**src/hw/rtl/skt_pkg.sv**
```systemverilog
`timescale 1ns / 1ps
`default_nettype none
package skt_pkg;

    localparam int DEPTH_DEF     = 128;
    localparam int KEY_CHARS_DEF = 24;
    localparam int KEY_W         = 192;

    localparam logic [1:0] CMD_INSERT = 2'd0;
    localparam logic [1:0] CMD_DELETE = 2'd1;
    localparam logic [1:0] CMD_READ   = 2'd2;

    localparam logic [1:0] ST_OK        = 2'd0;
    localparam logic [1:0] ST_NOT_FOUND = 2'd1;
    localparam logic [1:0] ST_FULL      = 2'd2;
    localparam logic [1:0] ST_RANGE     = 2'd3;

    typedef struct packed {
        logic [1:0]  cmd;
        logic [63:0] key_high;
        logic [63:0] key_mid;
        logic [63:0] key_low;
        logic [6:0]  rank;
    } in_word_t;

    typedef struct packed {
        logic [1:0]  status;
        logic [6:0]  position;
        logic [7:0]  entries;
        logic [63:0] out_high;
        logic [63:0] out_mid;
        logic [63:0] out_low;
    } out_word_t;

    typedef enum logic [3:0] {
        S_IDLE,
        S_DISPATCH,
        S_INS_RD,
        S_INS_CMP,
        S_INS_PUT,
        S_DEL_RD,
        S_DEL_CMP,
        S_SH_RD,
        S_SH_WR,
        S_RD_WAIT
    } state_t;

    typedef enum logic [1:0] {
        RA_IDX_M1,
        RA_IDX,
        RA_IDX_P1,
        RA_RANK
    } rd_src_t;

    typedef enum logic [1:0] {
        IDX_HOLD,
        IDX_INC,
        IDX_DEC
    } idx_op_t;

    typedef enum logic [1:0] {
        CNT_HOLD,
        CNT_INC,
        CNT_DEC
    } cnt_op_t;

    typedef enum logic [1:0] {
        POS_ZERO,
        POS_IDX,
        POS_RANK,
        POS_MARK
    } pos_src_t;

    typedef struct packed {
        logic     load;
        logic     rd_en;
        rd_src_t  rd_src;
        logic     wr_en;
        logic     wr_key;
        idx_op_t  idx_op;
        cnt_op_t  cnt_op;
        logic     res_en;
        logic [1:0] res_status;
        pos_src_t pos_src;
        logic     res_data;
        logic     mark;
    } ctl_t;

    typedef struct packed {
        logic [1:0] cmd;
        logic       full;
        logic       idx_zero;
        logic       idx_end;
        logic       idx_last;
        logic       gt;
        logic       eq;
        logic       rank_bad;
    } sts_t;

endpackage
`default_nettype wire

```
**src/hw/rtl/skt_ctrl.sv**
```systemverilog
`timescale 1ns / 1ps
`default_nettype none
module skt_ctrl (
    input  wire logic          clk,
    input  wire logic          rst_n,
    input  wire logic          start,
    input  wire skt_pkg::sts_t sts,
    output logic               busy,
    output skt_pkg::ctl_t      ctl
);
    import skt_pkg::*;

    state_t state_reg;
    state_t state_next;

    always_ff @(posedge clk or negedge rst_n)
    begin
        if (!rst_n)
        begin
            state_reg <= S_IDLE;
        end
        else
        begin
            state_reg <= state_next;
        end
    end

    always_comb
    begin
        state_next = state_reg;
        case (state_reg)
            S_IDLE:
            begin
                if (start)
                begin
                    state_next = S_DISPATCH;
                end
            end
            S_DISPATCH:
            begin
                case (sts.cmd)
                    CMD_INSERT: state_next = sts.full ? S_IDLE : S_INS_RD;
                    CMD_DELETE: state_next = S_DEL_RD;
                    CMD_READ:   state_next = sts.rank_bad ? S_IDLE : S_RD_WAIT;
                    default:    state_next = S_IDLE;
                endcase
            end
            S_INS_RD:  state_next = sts.idx_zero ? S_INS_PUT : S_INS_CMP;
            S_INS_CMP: state_next = sts.gt ? S_INS_RD : S_INS_PUT;
            S_INS_PUT: state_next = S_IDLE;
            S_DEL_RD:  state_next = sts.idx_end ? S_IDLE : S_DEL_CMP;
            S_DEL_CMP: state_next = sts.eq ? S_SH_RD : S_DEL_RD;
            S_SH_RD:   state_next = sts.idx_last ? S_IDLE : S_SH_WR;
            S_SH_WR:   state_next = S_SH_RD;
            S_RD_WAIT: state_next = S_IDLE;
            default:   state_next = S_IDLE;
        endcase
    end

    always_comb
    begin
        ctl            = '0;
        ctl.rd_src     = RA_IDX;
        ctl.idx_op     = IDX_HOLD;
        ctl.cnt_op     = CNT_HOLD;
        ctl.pos_src    = POS_ZERO;
        ctl.res_status = ST_OK;
        busy           = (state_reg != S_IDLE);
        case (state_reg)
            S_IDLE:
            begin
                ctl.load = start;
            end
            S_DISPATCH:
            begin
                case (sts.cmd)
                    CMD_INSERT:
                    begin
                        if (sts.full)
                        begin
                            ctl.res_en     = 1'b1;
                            ctl.res_status = ST_FULL;
                        end
                    end
                    CMD_DELETE:
                    begin
                    end
                    CMD_READ:
                    begin
                        if (sts.rank_bad)
                        begin
                            ctl.res_en     = 1'b1;
                            ctl.res_status = ST_RANGE;
                        end
                        else
                        begin
                            ctl.rd_en  = 1'b1;
                            ctl.rd_src = RA_RANK;
                        end
                    end
                    default:
                    begin
                        ctl.res_en = 1'b1;
                    end
                endcase
            end
            S_INS_RD:
            begin
                ctl.rd_en  = !sts.idx_zero;
                ctl.rd_src = RA_IDX_M1;
            end
            S_INS_CMP:
            begin
                if (sts.gt)
                begin
                    ctl.wr_en  = 1'b1;
                    ctl.idx_op = IDX_DEC;
                end
            end
            S_INS_PUT:
            begin
                ctl.wr_en   = 1'b1;
                ctl.wr_key  = 1'b1;
                ctl.cnt_op  = CNT_INC;
                ctl.res_en  = 1'b1;
                ctl.pos_src = POS_IDX;
            end
            S_DEL_RD:
            begin
                if (sts.idx_end)
                begin
                    ctl.res_en     = 1'b1;
                    ctl.res_status = ST_NOT_FOUND;
                end
                else
                begin
                    ctl.rd_en = 1'b1;
                end
            end
            S_DEL_CMP:
            begin
                if (sts.eq)
                begin
                    ctl.mark = 1'b1;
                end
                else
                begin
                    ctl.idx_op = IDX_INC;
                end
            end
            S_SH_RD:
            begin
                if (sts.idx_last)
                begin
                    ctl.cnt_op  = CNT_DEC;
                    ctl.res_en  = 1'b1;
                    ctl.pos_src = POS_MARK;
                end
                else
                begin
                    ctl.rd_en  = 1'b1;
                    ctl.rd_src = RA_IDX_P1;
                end
            end
            S_SH_WR:
            begin
                ctl.wr_en  = 1'b1;
                ctl.idx_op = IDX_INC;
            end
            S_RD_WAIT:
            begin
                ctl.res_en   = 1'b1;
                ctl.pos_src  = POS_RANK;
                ctl.res_data = 1'b1;
            end
            default:
            begin
            end
        endcase
    end

endmodule
`default_nettype wire

```
**config.mk**
```make
export PLATFORM = sky130hd
export DESIGN_NAME = skt_ctrl
export DESIGN_NICKNAME = d
export VERILOG_FILES = /design/src/hw/rtl/skt_pkg.sv /design/src/hw/rtl/skt_ctrl.sv
export SDC_FILE = /design/constraint.sdc
export NUM_CORES = 1
export LEC_CHECK = 0
export BUFFER_PORTS_ARGS = -buffer_cell sky130_fd_sc_hd__buf_2
export CORE_UTILIZATION = 40
export DETAILED_ROUTE_END_ITERATION = 6
export GPL_TIMING_DRIVEN = 0
export PLACE_DENSITY = 0.74
export SYNTH_ARGS = -nofsm -noshare
export SYNTH_HDL_FRONTEND = slang
export SYNTH_SLANG_ARGS = --single-unit
```
**constraint.sdc**
```tcl
create_clock -name clk -period 1.35 [get_ports clk]
set_clock_uncertainty 0.05 [all_clocks]
set_input_delay 0.135 -clock clk [delete_from_list [all_inputs] [get_ports clk]]
set_output_delay 0.135 -clock clk [all_outputs]
set_load 0.03 [all_outputs]
```
==> impl_metrics.csv, run 1 <==
group,metric,value,unit
synthesis,ys_types,38,
synthesis,synth_seq_area_share,16.88,%
synthesis,syn_nets,92,
synthesis,netlist_instances,80,
run_status,status,"stopped before the end",
die,num_rows,13,
cts,postCtsResizedCells,78,
cts,postCtsSetupRepairBufs,22,
die,boundaryPins,30,
synthesis,avgSynthCellArea,7.413,um^2
synthesis,synth-seq-cells,4,
synthesis,syn-cell-area,593.1,um^2
run_status,lastStage,"clock tree synthesis (4_1_cts)",
synthesis,yosys_warnings,0,
placed_design,port_buffers,29,
cts,holdBufCountCts,1,
cts,root_buffer,"clkbuf_4",
placed_design,place.gp.congestion,0.8059,
placed_design,post-dp-hpwl,1.266,mm
cts,clk_path_buf_depth,2,
cts,numCtsBuffers,3,
run_status,tool.error,"[ERROR DPL-0033] detailed placement checks failed during check placement.",
cts,clock_sinks,4,
cts,cts_max_level,1,
die,start_util,44.47,%
die,die_h,40.51,um
die,die_w,40.51,um
==> metrics by stage <==
stage               TNS [ns]  instance area (um^2)  setup slack [ns]  cells
floorplan             -1.240                 684.4           -0.3244     80
detailed placement    -3.753                 848.3           -0.4409    124
global placement      -3.345                 848.3           -0.4273    124
==> cell families after synthesis <==
kind of cell / after synthesis / synth area share (%)
compound gates: 20 / 24.26
simple gates: 44 / 47.47
buf+inv: 11 / 9.493
flops: 4 / 16.88
mux: 1 / 1.899
==> Yosys cell counts <==
master	instances	area, um^2
and3b_1	1	8.760
o21a_1	1	7.510
a21o_1	1	7.510
o21bai_1	3	22.52
nand3_1	3	15.01
o21ai_0	4	20.02
dfrtp_1	4	100.1
buf_6	1	11.26
nor4bb_1	1	10.01
nand2b_1	5	31.28
nor4b_4	1	23.77
and4b_1	1	10.01
nand2_1	6	22.52
inv_1	4	15.01
or3b_1	1	8.760
a32oi_1	1	8.760
or3b_4	1	11.26
and4bb_1	1	12.51
nand4b_1	1	8.760
nor3_1	2	10.01
nor2b_1	6	37.54
nand4_1	1	6.260
mux2_1	1	11.26
and3_1	3	18.77
a211o_1	1	8.760
buf_4	1	7.510
o21ai_1	1	5.000
nor3b_1	1	7.510
o31a_1	1	8.760
a31oi_1	1	6.260
nor4b_1	1	8.760
buf_2	3	15.01
nor2_1	8	30.03
a31oi_2	1	12.51
o221a_1	1	11.26
o211ai_1	2	15.01
clkbuf_1	2	7.510
a21oi_1	2	10.01
==> inputs of run 2 (changes only) <==
Settings changed: CORE_AREA from default to 2 2 63 65, CORE_UTILIZATION 40 to default, DIE_AREA from default to 0 0 65 67, PLACE_DENSITY 0.74 to default, PLACE_DENSITY_LB_ADDON from default to 0.15.
Clock period 1.35 ns to 1.75 ns, I/O delays scaled along.
==> impl_metrics.csv, run 2 <==
group,metric,value,unit
cells_and_area,largest_reg_flops,4,
cts,cts.clk_slew.worst_paths,0.03,ns
cts,cts_max_level,1,
cells_and_area,antenna_cells,0,
global_route,grt_max_degree,11,
synthesis,netlist_instances,80,
synthesis,synth-async-reset-ratio,100.0,%
sta,final_hold_viol_count,0,
synthesis,yosys_warnings,0,
route,drt_iter0_markers,27,
cells_and_area,stdcell_count,171,
cells_and_area,fill_cells,398,
global_route,grt_pass1_vias,758,
sta,setup_tns,-0.3527,ns
synthesis,synth-compound-area-share,24.26,%
global_route,met3_usage,1.689,%
die,start_util,16.45,%
placed_design,pre_cts_slack,-0.09006,ns
synthesis,syn_nets,92,
global_route,top_usage_layer,"met2",
synthesis,synth.area.top_cells,"dfrtp_1 17%, nor2b_1 6.3%, nand2b_1 5.3%",
placed_design,port_buffers,29,
synthesis,synth-edff-count,0,
job,maxCapViolCount,0,
power,irDropWorstVdd,0.3056,mV
sta,finalMaxSlewViolations,0,
synthesis,synth-simple-area-share,47.47,%
die,boundaryPins,30,
synthesis,synth_top_family_by_area,"simple AND/OR/NAND/NOR gates",
critical_path,crit_slowest_cell,"or3b_4",
cells_and_area,post-route-util,28.49,%
power,p_sw,0.7428,mW
cells_and_area,layout_common_cells,"22 x buf_2, 16 x buf_4, 6 x buf_6, 6 x nor2_1, 6 x nand2_1",
cts,clk_path_buf_depth,2,
critical_path,crit_type,"reg -> out",
cells_and_area,nets,137,
route,routedWlPerCell,11.92,um
critical_path,path_delay_family,"simple AND/OR/NAND/NOR gates",
synthesis,synth-main-ff-cell,"dfrtp_1",
synthesis,ys_types,38,
route,ant_nets,0,
sta,fmax,523.5,MHz
die,die-area,0.004355,mm^2
critical_path,arrival,1.69,ns
synthesis,syn-cell-area,593.1,um^2
power,internal-power,0.7795,mW
sta,worst_pin_slew,0.3013,ns
placed_design,place.gp.congestion,0.7312,
die,die_w,65,um
run_status,status,"finished with violations",
critical_path,ff2ff_path_depth,4,
sta,timing.final.crit_share,109.2,%
power,combPwrFrac,75.7,%
synthesis,muxShareOfSynthArea,1.899,%
cells_and_area,final_common_cell,"buf_2",
die,die_h,67,um
global_route,antenna_found_initial,0,
hold_path,hold_path_depth,2,
route,vias_per_cell,4.345,
sta,min_period,1.910,ns
cells_and_area,syn_to_final_growth,73.21,%
synthesis,synth_seq_area_share,16.88,%
route,drc,0,
synthesis,yosys.area.top_type_share,16.88,%
cts,root_buffer,"clkbuf_8",
sta,fin_ws,-0.1604,ns
power,p_per_area,1482,mW/mm^2
power,swShare,48.79,%
sta,finalSetupViolations,4,
synthesis,synth-xor-area-share,0,%
synthesis,avgSynthCellArea,7.413,um^2
cts,clock_sinks,4,
route,vias,743,
sta,slew_headroom,79.92,%
synthesis,synth-seq-cells,4,
critical_path,cp_slowest_stage_delay,0.44,ns
route,dr.pass1.iters,4,
critical_path,path_max_fanout,4,
synthesis,synth.most_common_cell,"nor2_1",
critical_path,crit_required,1.52,ns
global_route,gr-usage-all-layers,9.694,%
route,wl,2.038,mm
cts,cts_tree,"built",
global_route,grt_use_met1,11.92,%
cts,numCtsBuffers,3,
die,num_rows,22,
synthesis,yosysTopAreaCell,"dfrtp_1",
placed_design,dp_cells,157,
cells_and_area,drive_gt1_share,53.66,%
power,power_leakage,0.5115,nW
synthesis,synthTopCellsByCount,"8 x nor2_1, 6 x nand2_1, 6 x nor2b_1",
sta,rsz0062_at_grt,"true",
global_route,grtUsageMet2,17.40,%
placed_design,post-dp-hpwl,1.588,mm
cts,worstSkewPairLatency,0.22,ns
global_route,grt_pass1_wl,3.332,mm
run_status,violations,"setup timing",
critical_path,critPathCaptureType,"output port",
critical_path,worst-path-buf-inv,1,
critical_path,startpoint_type,"flop",
power,p_clk_share,12.6,%
synthesis,synth_adder_area_share,0,%
global_route,grt-ovfl-total,0,
hold_path,hold_path_class,"in -> reg",
die,coreArea,0.003606,mm^2
critical_path,path_cells,"nor4b_4 -> or3b_4 -> o211ai_1 -> buf_4",
critical_path,path_depth,4,
power,seqPwrFrac,11.7,%
## run 2: per-layer routing
| layer | wire, um | up-vias | part of all wire [%] |
|---|---|---|---|
| li1 | - | 375 | - |
| met1 | 890 | 347 | 44 |
| met2 | 1038 | 19 | 51 |
| met3 | 95 | 2 | 4.7 |
| met4 | 13 | 0 | 0.64 |
| met5 | 0 | - | 0 |
## run 2: worst paths after layout
check,slack (ns),start,to
worst max-delay path,-0.16,state_reg[2],ctl[15]
worst min-delay path,0.22,sts[3],state_reg[3]
worst max register to register,0.18,state_reg[2],state_reg[0]
worst min register to register,0.73,state_reg[0],state_reg[2]
max in group asynchronous,1.27,rst_n,state_reg[1]
min in group asynchronous,0.24,rst_n,state_reg[0]
## run 2: through the flow
stage               total power, mW  cell area (um^2)  hold slack [ns]
global route                  1.639              1027           0.2358
finish                        1.522              1027           0.2201
floorplan                    0.8722             604.3          -0.1706
detailed placement            1.116             809.5         -0.06187
global placement              1.115             809.5         -0.06570
CTS                           1.495             970.9           0.2250
## run 2: area by class of cell
class / count / area [um^2] / share of cell area, %
plain buffers: 6 / 41.29 / 4.019
repair buffers: 41 / 279.0 / 27.16
clock buffers: 3 / 41.29 / 4.019
well taps: 48 / 60.06 / 5.847
inverters: 4 / 15.01 / 1.462
multi-input cells: 65 / 486.7 / 47.38
flip-flops and latches: 4 / 103.9 / 10.11
## run 2: logic make-up after synthesis
kind of cell | after synthesis
AND/OR/NAND/NOR | 44
AO/OA/AOI/OAI | 20
buffers and inverters | 11
flip-flops | 4
multiplexers | 1
## run 2: power by group through the flow
stage	Clock (mW)	Sequential, mW	Combinational, mW
2_1_floorplan	0	0.146	0.726
3_3_place_gp	0	0.154	0.961
3_5_place_dp	0	0.153	0.963
4_1_cts	0.197	0.152	1.15
5_1_grt	0.209	0.180	1.25
6_report	0.192	0.178	1.15
## run 2: timing repair
item	in CTS	in global routing
hold endpoints to repair	4	0
setup buffers	7	6
setup endpoints to repair	13	15
pin swaps	5	4
resized for setup	18	18
hold buffers	1	0
No activity file was read; power rests on OpenSTA's default activity.
